## src/design/bpc_pkg.sv

```systemverilog
// Package for the button press classifier.
// Holds the shared types, field widths and register indexes; no dependencies.

package bpc_pkg;

   // Width of the time stamps and of all elapsed-time arithmetic
   localparam int TIME_W = 32;

   // Field widths
   localparam int NOW_W   = 32;
   localparam int DEB_W   = 8;
   localparam int PRESS_W = 16;

   // Stream payload widths (fields packed from bit 0, padded to bytes)
   localparam int REQ_FIELDS_W = 1 + NOW_W + 1;
   localparam int REQ_DATA_W   = ((REQ_FIELDS_W + 7) / 8) * 8;
   localparam int RSP_FIELDS_W = 4;
   localparam int RSP_DATA_W   = ((RSP_FIELDS_W + 7) / 8) * 8;

   // Configuration port
   localparam int CSR_IDX_W  = 2;
   localparam int CSR_DATA_W = 16;

   typedef enum logic [CSR_IDX_W-1:0] {
      CSR_DEBOUNCE_DELAY   = 2'd0,
      CSR_SHORT_PRESS_TIME = 2'd1,
      CSR_LONG_PRESS_TIME  = 2'd2
   } csr_index_type;

   // Classifier mode
   typedef enum logic [1:0] {
      MODE_IDLE       = 2'd0,
      MODE_DEBOUNCING = 2'd1,
      MODE_PRESSED    = 2'd2
   } mode_type;

   // Live configuration values
   typedef struct packed {
      logic [PRESS_W-1:0] long_press_time;
      logic [PRESS_W-1:0] short_press_time;
      logic [DEB_W-1:0]   debounce_delay;
   } cfg_type;

   // One poll
   typedef struct packed {
      logic             display_on;
      logic [NOW_W-1:0] now_time;
      logic             raw_level;
   } poll_type;

   // One result, field order matches the rsp_tdata packing
   typedef struct packed {
      logic sleep_timer_reset;
      logic display_wake;
      logic long_press;
      logic short_press;
   } result_type;

endpackage

```

## src/design/button_press_classifier.sv

```systemverilog
// Top level of the button press classifier: stream ports, input and result registers.
// Depends on bpc_pkg, bpc_csr and bpc_core.

// Classifies polls of one active-low push button into short-press, long-press,
// display-wake and sleep-timer-reset pulses, one result transaction per poll
// transaction. A poll is registered on entry, classified by the mode logic and
// stored in the result register; a new poll is taken every cycle while the
// result side keeps up, since the mode logic updates its state in one step
// per poll. Times are compared modulo 2^32. Configuration writes take effect
// once registered and are meant for when no poll is in flight.

module button_press_classifier (
   input  logic                              clock,
   input  logic                              reset,
   // poll channel
   input  logic                              req_tvalid,
   output logic                              req_tready,
   // [0] raw_level, [32:1] now_time, [33] display_on, [39:34] zero
   input  logic [bpc_pkg::REQ_DATA_W-1:0]    req_tdata,
   // result channel
   output logic                              rsp_tvalid,
   input  logic                              rsp_tready,
   // [0] short_press, [1] long_press, [2] display_wake, [3] sleep_timer_reset,
   // [7:4] zero
   output logic [bpc_pkg::RSP_DATA_W-1:0]    rsp_tdata,
   // configuration write channel
   input  logic                              csr_valid,
   output logic                              csr_ready,
   input  logic [bpc_pkg::CSR_IDX_W-1:0]     csr_index,
   input  logic [bpc_pkg::CSR_DATA_W-1:0]    csr_data
);

   logic                  in_valid_ff;
   bpc_pkg::poll_type     in_poll_ff;
   logic                  out_valid_ff;
   bpc_pkg::result_type   out_res_ff;

   bpc_pkg::cfg_type      cfg;
   bpc_pkg::result_type   result;
   logic                  advance;

   bpc_csr u_csr (
      .clock     (clock),
      .reset     (reset),
      .csr_valid (csr_valid),
      .csr_ready (csr_ready),
      .csr_index (csr_index),
      .csr_data  (csr_data),
      .cfg       (cfg)
   );

   bpc_core u_core (
      .clock  (clock),
      .reset  (reset),
      .step   (advance),
      .poll   (in_poll_ff),
      .cfg    (cfg),
      .result (result)
   );

   // Handshake: a poll moves on when the result register is free or draining
   assign advance    = in_valid_ff && (!out_valid_ff || rsp_tready);
   assign req_tready = !in_valid_ff || advance;

   // Input register
   always_ff @(posedge clock) begin
      if (reset) begin
         in_valid_ff <= 1'b0;
      end else if (req_tready) begin
         in_valid_ff <= req_tvalid;
      end
   end

   always_ff @(posedge clock) begin
      if (req_tvalid && req_tready) begin
         in_poll_ff <= req_tdata[bpc_pkg::REQ_FIELDS_W-1:0];
      end
   end

   // Result register
   always_ff @(posedge clock) begin
      if (reset) begin
         out_valid_ff <= 1'b0;
      end else if (advance) begin
         out_valid_ff <= 1'b1;
      end else if (rsp_tready) begin
         out_valid_ff <= 1'b0;
      end
   end

   always_ff @(posedge clock) begin
      if (advance) begin
         out_res_ff <= result;
      end
   end

   assign rsp_tvalid = out_valid_ff;
   assign rsp_tdata  = bpc_pkg::RSP_DATA_W'(out_res_ff);

endmodule

```

## src/design/bpc_csr.sv

```systemverilog
// Configuration registers of the button press classifier.
// Depends on bpc_pkg for widths, register indexes and the cfg_type struct.

module bpc_csr (
   input  logic                            clock,
   input  logic                            reset,
   input  logic                            csr_valid,
   output logic                            csr_ready,
   input  logic [bpc_pkg::CSR_IDX_W-1:0]   csr_index,
   input  logic [bpc_pkg::CSR_DATA_W-1:0]  csr_data,
   output bpc_pkg::cfg_type                cfg
);

   bpc_pkg::cfg_type cfg_ff, cfg_in;

   // Always ready: a write goes straight into the registers
   assign csr_ready = 1'b1;

   // Register decode; unknown indexes are dropped
   always_comb begin
      cfg_in = cfg_ff;
      if (csr_valid) begin
         unique case (csr_index)
            bpc_pkg::CSR_DEBOUNCE_DELAY:
               cfg_in.debounce_delay = csr_data[bpc_pkg::DEB_W-1:0];
            bpc_pkg::CSR_SHORT_PRESS_TIME:
               cfg_in.short_press_time = csr_data[bpc_pkg::PRESS_W-1:0];
            bpc_pkg::CSR_LONG_PRESS_TIME:
               cfg_in.long_press_time = csr_data[bpc_pkg::PRESS_W-1:0];
            default: ;
         endcase
      end
   end

   always_ff @(posedge clock) begin
      if (reset) begin
         cfg_ff.debounce_delay   <= bpc_pkg::DEB_W'(20);
         cfg_ff.short_press_time <= bpc_pkg::PRESS_W'(50);
         cfg_ff.long_press_time  <= bpc_pkg::PRESS_W'(1000);
      end else begin
         cfg_ff <= cfg_in;
      end
   end

   assign cfg = cfg_ff;

endmodule

```

## src/design/bpc_core.sv

```systemverilog
// Press classification state and its update for one poll.
// Depends on bpc_pkg for the mode enum and the poll, config and result structs.

module bpc_core (
   input  logic                   clock,
   input  logic                   reset,
   input  logic                   step,
   input  bpc_pkg::poll_type      poll,
   input  bpc_pkg::cfg_type       cfg,
   output bpc_pkg::result_type    result
);

   bpc_pkg::mode_type                mode_ff, mode_in;
   logic [bpc_pkg::TIME_W-1:0]       deb_start_ff, deb_start_in;
   logic [bpc_pkg::TIME_W-1:0]       press_start_ff, press_start_in;
   logic                             long_done_ff, long_done_in;
   logic                             long_active_ff, long_active_in;
   logic                             hold_ff, hold_in;

   logic [bpc_pkg::TIME_W-1:0]       now;
   logic [bpc_pkg::TIME_W-1:0]       deb_elapsed;
   logic [bpc_pkg::TIME_W-1:0]       held;
   logic                             released;

   // Elapsed times wrap modulo 2^TIME_W
   assign now         = bpc_pkg::TIME_W'(poll.now_time);
   assign released    = poll.raw_level;
   assign deb_elapsed = now - deb_start_ff;
   assign held        = now - press_start_ff;

   // Next state
   always_comb begin
      mode_in        = mode_ff;
      deb_start_in   = deb_start_ff;
      press_start_in = press_start_ff;
      long_done_in   = long_done_ff;
      long_active_in = long_active_ff;
      hold_in        = hold_ff;
      unique case (mode_ff)
         bpc_pkg::MODE_DEBOUNCING: begin
            if (deb_elapsed >= bpc_pkg::TIME_W'(cfg.debounce_delay)) begin
               if (!released) begin
                  mode_in        = bpc_pkg::MODE_PRESSED;
                  press_start_in = now;
                  long_done_in   = 1'b0;
               end else begin
                  mode_in = bpc_pkg::MODE_IDLE;
               end
            end
         end
         bpc_pkg::MODE_PRESSED: begin
            priority if (!poll.display_on) begin
               mode_in = bpc_pkg::MODE_IDLE;
               hold_in = 1'b1;
            end else if (released && !long_active_ff) begin
               mode_in = bpc_pkg::MODE_IDLE;
            end else if ((!long_done_ff
                          && held >= bpc_pkg::TIME_W'(cfg.long_press_time))
                         || long_active_ff) begin
               long_active_in = !released;
               if (released) long_done_in = 1'b1;
            end else begin
            end
         end
         default: begin
            // idle, and the unused code behaves as idle
            mode_in = bpc_pkg::MODE_IDLE;
            priority if (!released && !hold_ff) begin
               mode_in      = bpc_pkg::MODE_DEBOUNCING;
               deb_start_in = now;
            end else if (released && hold_ff) begin
               hold_in = 1'b0;
            end else begin
            end
         end
      endcase
   end

   // Result pulses
   always_comb begin
      result = '0;
      unique case (mode_ff)
         bpc_pkg::MODE_DEBOUNCING: ;
         bpc_pkg::MODE_PRESSED: begin
            priority if (!poll.display_on) begin
               result.display_wake = 1'b1;
            end else if (released && !long_active_ff) begin
               result.short_press = !long_done_ff
                  && held >= bpc_pkg::TIME_W'(cfg.short_press_time);
            end else if ((!long_done_ff
                          && held >= bpc_pkg::TIME_W'(cfg.long_press_time))
                         || long_active_ff) begin
               result.long_press = 1'b1;
            end else begin
            end
         end
         default: begin
            result.sleep_timer_reset = !released;
         end
      endcase
   end

   // State registers advance once per poll
   always_ff @(posedge clock) begin
      if (reset) begin
         mode_ff        <= bpc_pkg::MODE_IDLE;
         deb_start_ff   <= '0;
         press_start_ff <= '0;
         long_done_ff   <= 1'b0;
         long_active_ff <= 1'b0;
         hold_ff        <= 1'b0;
      end else if (step) begin
         mode_ff        <= mode_in;
         deb_start_ff   <= deb_start_in;
         press_start_ff <= press_start_in;
         long_done_ff   <= long_done_in;
         long_active_ff <= long_active_in;
         hold_ff        <= hold_in;
      end
   end

   // A short press is only ever recognised on leaving the pressed mode
   a_short_from_pressed: assert property (@(posedge clock) disable iff (reset)
      step && result.short_press |-> mode_ff == bpc_pkg::MODE_PRESSED)
      else $error("short press outside pressed mode");

   // A wake request returns to idle and blocks presses until release
   a_wake_holds: assert property (@(posedge clock) disable iff (reset)
      step && result.display_wake |=> mode_ff == bpc_pkg::MODE_IDLE && hold_ff)
      else $error("wake did not set hold-until-release");

   // Sleep timer restarts come only from idle
   a_sleep_from_idle: assert property (@(posedge clock) disable iff (reset)
      step && result.sleep_timer_reset |->
         mode_ff != bpc_pkg::MODE_DEBOUNCING && mode_ff != bpc_pkg::MODE_PRESSED)
      else $error("sleep timer reset outside idle");

   // Long-press pulses need the pressed mode
   a_long_from_pressed: assert property (@(posedge clock) disable iff (reset)
      step && result.long_press |-> mode_ff == bpc_pkg::MODE_PRESSED)
      else $error("long press outside pressed mode");

endmodule

```

## config.mk

```make
export PLATFORM = sky130hd
export DESIGN_NAME = button_press_classifier
export DESIGN_NICKNAME = d
export VERILOG_FILES = /design/src/design/bpc_pkg.sv /design/src/design/button_press_classifier.sv /design/src/design/bpc_csr.sv /design/src/design/bpc_core.sv
export SDC_FILE = /design/constraint.sdc
export NUM_CORES = 1
export LEC_CHECK = 0
export BUFFER_PORTS_ARGS = -buffer_cell sky130_fd_sc_hd__clkbuf_2
export CAP_MARGIN = 20
export CORE_MARGIN = 4
export CORE_UTILIZATION = 45
export DETAILED_ROUTE_END_ITERATION = 16
export PLACE_DENSITY_LB_ADDON = 0.3
export SKIP_CTS_REPAIR_TIMING = 1
export SYNTH_ARGS = -nofsm -noshare
export SYNTH_HDL_FRONTEND = slang
export SYNTH_SLANG_ARGS = --single-unit
```

## constraint.sdc

```tcl
create_clock -name clock -period 4.9 [get_ports clock]
set_input_delay 0.49 -clock clock [delete_from_list [all_inputs] [get_ports clock]]
set_output_delay 0.49 -clock clock [all_outputs]
set_load 0.1 [all_outputs]
```

Yosys cells after proc, flatten, opt, wreduce, memory -nomap -nowiden. Cells that the tools add are included.

Bits in registers: 149. Input bits: 63. Output and inout bits: 11. Logic and storage cells: 95.

Add/sub/neg operators: 2. Order comparisons: 3. Equality and inequality tests: 13. Multiplexer cells: 21. Bitwise logic cells: 6. Reduce and logical (&&, ||, !) cells: 32.

Operator list (count): 32-bit by 16-bit greater-or-equal comparator with 1-bit output (2); 32-bit subtractor (2); 32-bit by 8-bit greater-or-equal comparator with 1-bit output (1); 1-bit two-way mux (14); 2-bit inequality test (second input constant) (6); 5-bit AND reduction (2); 3-bit AND reduction (3); 2-bit two-way mux (4); 8-bit AND reduction (1); 1-bit logical AND (7); 1-bit logical NOT (6); 1-bit inverter (6); 2-bit AND reduction (3); 2-bit nonzero test (3); 2-bit by 1-bit equality test with 1-bit output (second input constant) (2); 2-bit equality test (second input constant) (2); 2-bit by 1-bit inequality test with 1-bit output (second input constant) (2); 1-bit one-hot mux with 2 select lines (2); 2-bit one-hot mux with 2 select lines (1); 4-bit AND reduction (1); 1-bit logical OR (3); 3-bit by 2-bit inequality test with 1-bit output (second input constant) (1); 3-bit OR reduction (1); 2-bit logical NOT (1); 2-bit OR reduction (1).

Longest topological paths before layout.
Depth in word-level cells: 8. Depth in mapped cells: 19. Depth with buffers taken out: 18.

Hierarchy. From an unflattened synthesis, not the netlist that was laid out.

Cell total of the unflattened synthesis: 1303. Area total of the unflattened synthesis: 10817.9 um^2.

By module, submodules not included: bpc_core (times used 1, cells an instance 1086, area an instance 7871.3 um^2, sequential area each 1381.3 um^2); bpc_csr (times used 1, cells an instance 164, area an instance 1667.8 um^2, sequential area each 800.8 um^2); button_press_classifier (times used 1, cells an instance 53, area an instance 1278.7 um^2, sequential area each 1181.1 um^2).

Least setup slack after synthesis. Ideal clock, no wire load.

Path type: flip-flop to flip-flop. Start point: register in_poll_ff[1] (netlist bit). End point: register u_core.press_start_ff[1] (netlist bit). Setup time: 128 ps. Arrival: 3897 ps. Data required time: 4772 ps. Slack: 875 ps. Cell stages (with the launch flop): 19. Path buffers: 1. Period minus slack after synthesis: 4025 ps. Path through: edfxtp_1 > inv_1 > ha_1 > inv_1 > fa_1 > a211oi_2 > o21a_2 > xnor2_1 > ha_1 > a21o_1 > a211oi_1 > o2111ai_1 > a2111oi_0 > nor4bb_1 > nand4b_1 > o21ai_4 > buf_12 > mux2i_1 > nor2_1.

Longest elaborated chain between the ends: 3.

Ends and longest elaborated chain: start: declaration (RTL line button_press_classifier.sv:34) `bpc_pkg::poll_type in_poll_ff;`; start signal: assignment (RTL line button_press_classifier.sv:76) `in_poll_ff <= req_tdata[bpc_pkg::REQ_FIELDS_W-1:0];`; 32-bit subtractor (RTL line bpc_core.sv:28) `assign deb_elapsed = now - deb_start_ff;`; 32-bit by 8-bit greater-or-equal comparator with 1-bit output (RTL line bpc_core.sv:41) `if (deb_elapsed >= bpc_pkg::TIME_W'(cfg.debounce_delay)) begin`; 4-bit AND reduction (no source line); end signal: assignment (RTL line bpc_core.sv:115) `press_start_ff <= press_start_in;`; end: declaration (RTL line bpc_core.sv:15) `logic [bpc_pkg::TIME_W-1:0] press_start_ff, press_start_in;`.

No other way between the ends. A chain may end at the register's enable or synchronous reset.

Final worst setup path.
Start point: register in_poll_ff[1] (netlist bit). End point: register u_core.press_start_ff[20] (netlist bit).

The elaborated chain is that of the path after synthesis.

==> results.json <==
{
  "outcome": "finished clean",
  "syn_avg_cell_area_um2": 8.14,
  "die_h_um": 161,
  "root_buffer": "clkbuf_16",
  "synth_edf_count": 38,
  "vias_per_cell": 5.51,
  "syn_to_final_growth_pct": 10.2,
  "finalCriticalPeriod_ps": 4460,
  "critPathKind": "flop to flop",
  "place_hpwl_um": 19600,
  "worst_ep_required_time_ps": 5200,
  "start_util_pct": 46.1,
  "portBuffers": 62,
  "skew_ps": 11.2,
  "antenna_left": 0,
  "diodes": 0,
  "synth_top_family_by_area": "compound AO/OA/AOI/OAI gates",
  "grt_max_degree": 69,
  "power_density_nw_per_um2": 291,
  "yosys-top-cells-area": "dfxtp_1 (21%), ha_1 (12%), edfxtp_1 (11%)",
  "startpoint_type": "flop",
  "firstDrtPassIters": 5,
  "finalSetupTns_ps": 0,
  "cp-end-kind": "flop",
  "yosys.area.top_type_share_pct": 21.2,
  "fin_crit_sh_pct": 91.0,
  "fin_nets": 1492,
  "synthXorXnorAreaFrac_pct": 3.84,
  "cts_tree": "done",
  "track_usage_pct": 19.7,
  "core_area_um2": 22800,
  "antenna_found_initial": 0,
  "critPathMaxFanout": 16,
  "finalSetupViolCount": 0,
  "drive_above_1_share_pct": 9.81,
  "yosysMostFrequentCell": "nand2_1",
  "yosysTopAreaCell": "dfxtp_1",
  "die_w_um": 161,
  "row_count": 55,
  "synth_compound_area_share_pct": 22.1,
  "ys_top_cells_by_count": "nand2_1 (172), a21oi_1 (142), inv_1 (118)",
  "cts_sinks": 149,
  "ys.warnings.count": 0,
  "total_power_mw": 3.36,
  "fmax_mhz": 224,
  "min_path_type": "input pin to flop",
  "dieArea_um2": 25800,
  "drv_cap": 0,
  "synthMuxAreaShare_pct": 3.64,
  "ff_latch_area_um2": 3360,
  "p_leak_nw": 4.63,
  "globalRouteOverflowTotal": 0,
  "syn_area_um2": 10500,
  "clock_path_buffers": 2,
  "place.gp.congestion": 0.931,
  "hold_viol_final": 0,
  "routed_wl_um": 25600,
  "utilization_pct": 50.8,
  "numCtsBuffers": 17,
  "cts_max_level": 4,
  "rsz0062_at_grt": "no",
  "grt_pass1_wl_um": 42200,
  "vias": 9092,
  "synthCells": 1290,
  "peakVddDrop_mv": 0.218,
  "hold_ws_ps": 225,
  "clk_pin_slew_ps": 70,
  "grt_pass1_vias": 8517,
  "crit_arrival_ps": 4760,
  "ys_types": 85,
  "slew_headroom_pct": 43.5,
  "multi_input_area_um2": 6410,
  "yosys_register_bits": 149,
  "ys.flop_type": "dfxtp_1",
  "worst_pin_slew_ps": 848,
  "slew_violations": 0,
  "fillers": 2207,
  "synthArstFlopShare_pct": 0,
  "dr.first_iter.drc_count": 549,
  "synth_simple_gate_area_share_pct": 18.3,
  "wl_per_cell_um": 15.5,
  "clk_latency_ps": 430,
  "yosysSeqAreaShare_pct": 32.0,
  "io_pins": 74,
  "synthAdderAreaFrac_pct": 12.8,
  "drcViolationCount": 0
}
[cell families (layout without fill, tap and decap cells)]
kind of cell,Yosys count,after routing
simple gates,419,419
compound gates,354,354
buf+inv,176,219
flops,149,149
fa+ha+maj,106,106
xor+xnor,46,46
mux,38,38
other cells,2,5
[sequential cells by signal, summed over array words and instances (netlist names)]
| name | cells |
|---|---|
| in_poll_ff | 34 |
| in_valid_ff | 1 |
| rsp_tdata | 4 |
| rsp_tvalid | 1 |
| u_core.deb_start_ff | 32 |
| u_core.hold_ff | 1 |
| u_core.long_active_ff | 1 |
| u_core.long_done_ff | 1 |
| u_core.mode_ff | 2 |
| u_core.press_start_ff | 32 |
| u_csr.cfg | 40 |
[layout make-up]
cell class,count,share of cell area (%)
multi-input combinational,968,55.4
sequential,149,29.1
clock buffer,19,3.83
inverter,118,3.83
timing repair buffer,69,3.42
tap,313,3.39
clock inverter,13,1.06
[path summary, 6_finish.rpt]
| path | from | to | slack [ps] | depth (start not counted) |
|---|---|---|---|---|
| max | in_poll_ff[1]$_DFFE_PP_ | u_core.press_start_ff[20]$_SDFFE_PP0P_ | 440 | 18 |
| min | req_tdata[22] | in_poll_ff[22]$_DFFE_PP_ | 230 | 1 |
| max reg2reg | in_poll_ff[1]$_DFFE_PP_ | u_core.press_start_ff[20]$_SDFFE_PP0P_ | 440 | 18 |
| min reg2reg | u_core.deb_start_ff[16]$_SDFFE_PP0P_ | u_core.deb_start_ff[16]$_SDFFE_PP0P_ | 450 | 2 |
[layer usage]
metal | up-vias | global-route usage, % | wire length, um
li1 | 4616 | - | -
met1 | 4261 | 27.6 | 12600
met2 | 176 | 31.9 | 11600
met3 | 39 | 3.31 | 922
met4 | 0 | 5.00 | 442
met5 | - | 0 | 0
[placed cells by master, fill, tap and decap left out, types with 5 or more instances in the layout]
master and count:
a211o_1 13, a211oi_1 16, a211oi_2 6, a21o_1 24, a21oi_1 142, a31oi_1 7, and2_1 7, and3_1 8
buf_4 6, clkbuf_16 18, clkbuf_2 61, conb_1 5, dfxtp_1 111, edfxtp_1 38, ha_1 104, inv_1 118
mux2i_1 37, nand2_1 172, nand2b_1 19, nand3_1 16, nand4_1 19, nor2_1 112, nor2b_1 6, nor3_1 21
o2111ai_1 5, o211ai_1 14, o21a_1 9, o21ai_0 50, o21ai_1 6, o21bai_1 6, o31a_1 5, o31ai_1 6
or3_1 5, or4_1 6, xnor2_1 26, xor2_1 20
[through the flow]
step	setup WS (ps)	cell area, um2	instances
6_report	441	11600	1649
3_5_place_dp	301	11000	1616
5_1_grt	36.8	11600	1649
2_1_floorplan	875	10500	1293
4_1_cts	273	11500	1648
3_3_place_gp	414	11000	1616
[report_power, final]
group | internal (mW) | switching (mW)
registers | 1.31 | 0.0382
logic | 0.281 | 0.453
clock network | 0.720 | 0.564
[worst max-delay path: stages, from the launching register on]
cell and delay [ps]:
edfxtp_1 400, inv_1 100, ha_1 180, inv_1 60
fa_1 430, a211oi_2 330, o21a_2 190, xnor2_1 120
ha_1 260, a21o_1 200, a211oi_2 250, o2111ai_1 160
a2111oi_1 400, nor4bb_2 300, nand4b_1 180, o21ai_4 260
clkbuf_16 250, mux2i_1 200, nor2_1 50
Power figures use the tool's default switching activity.
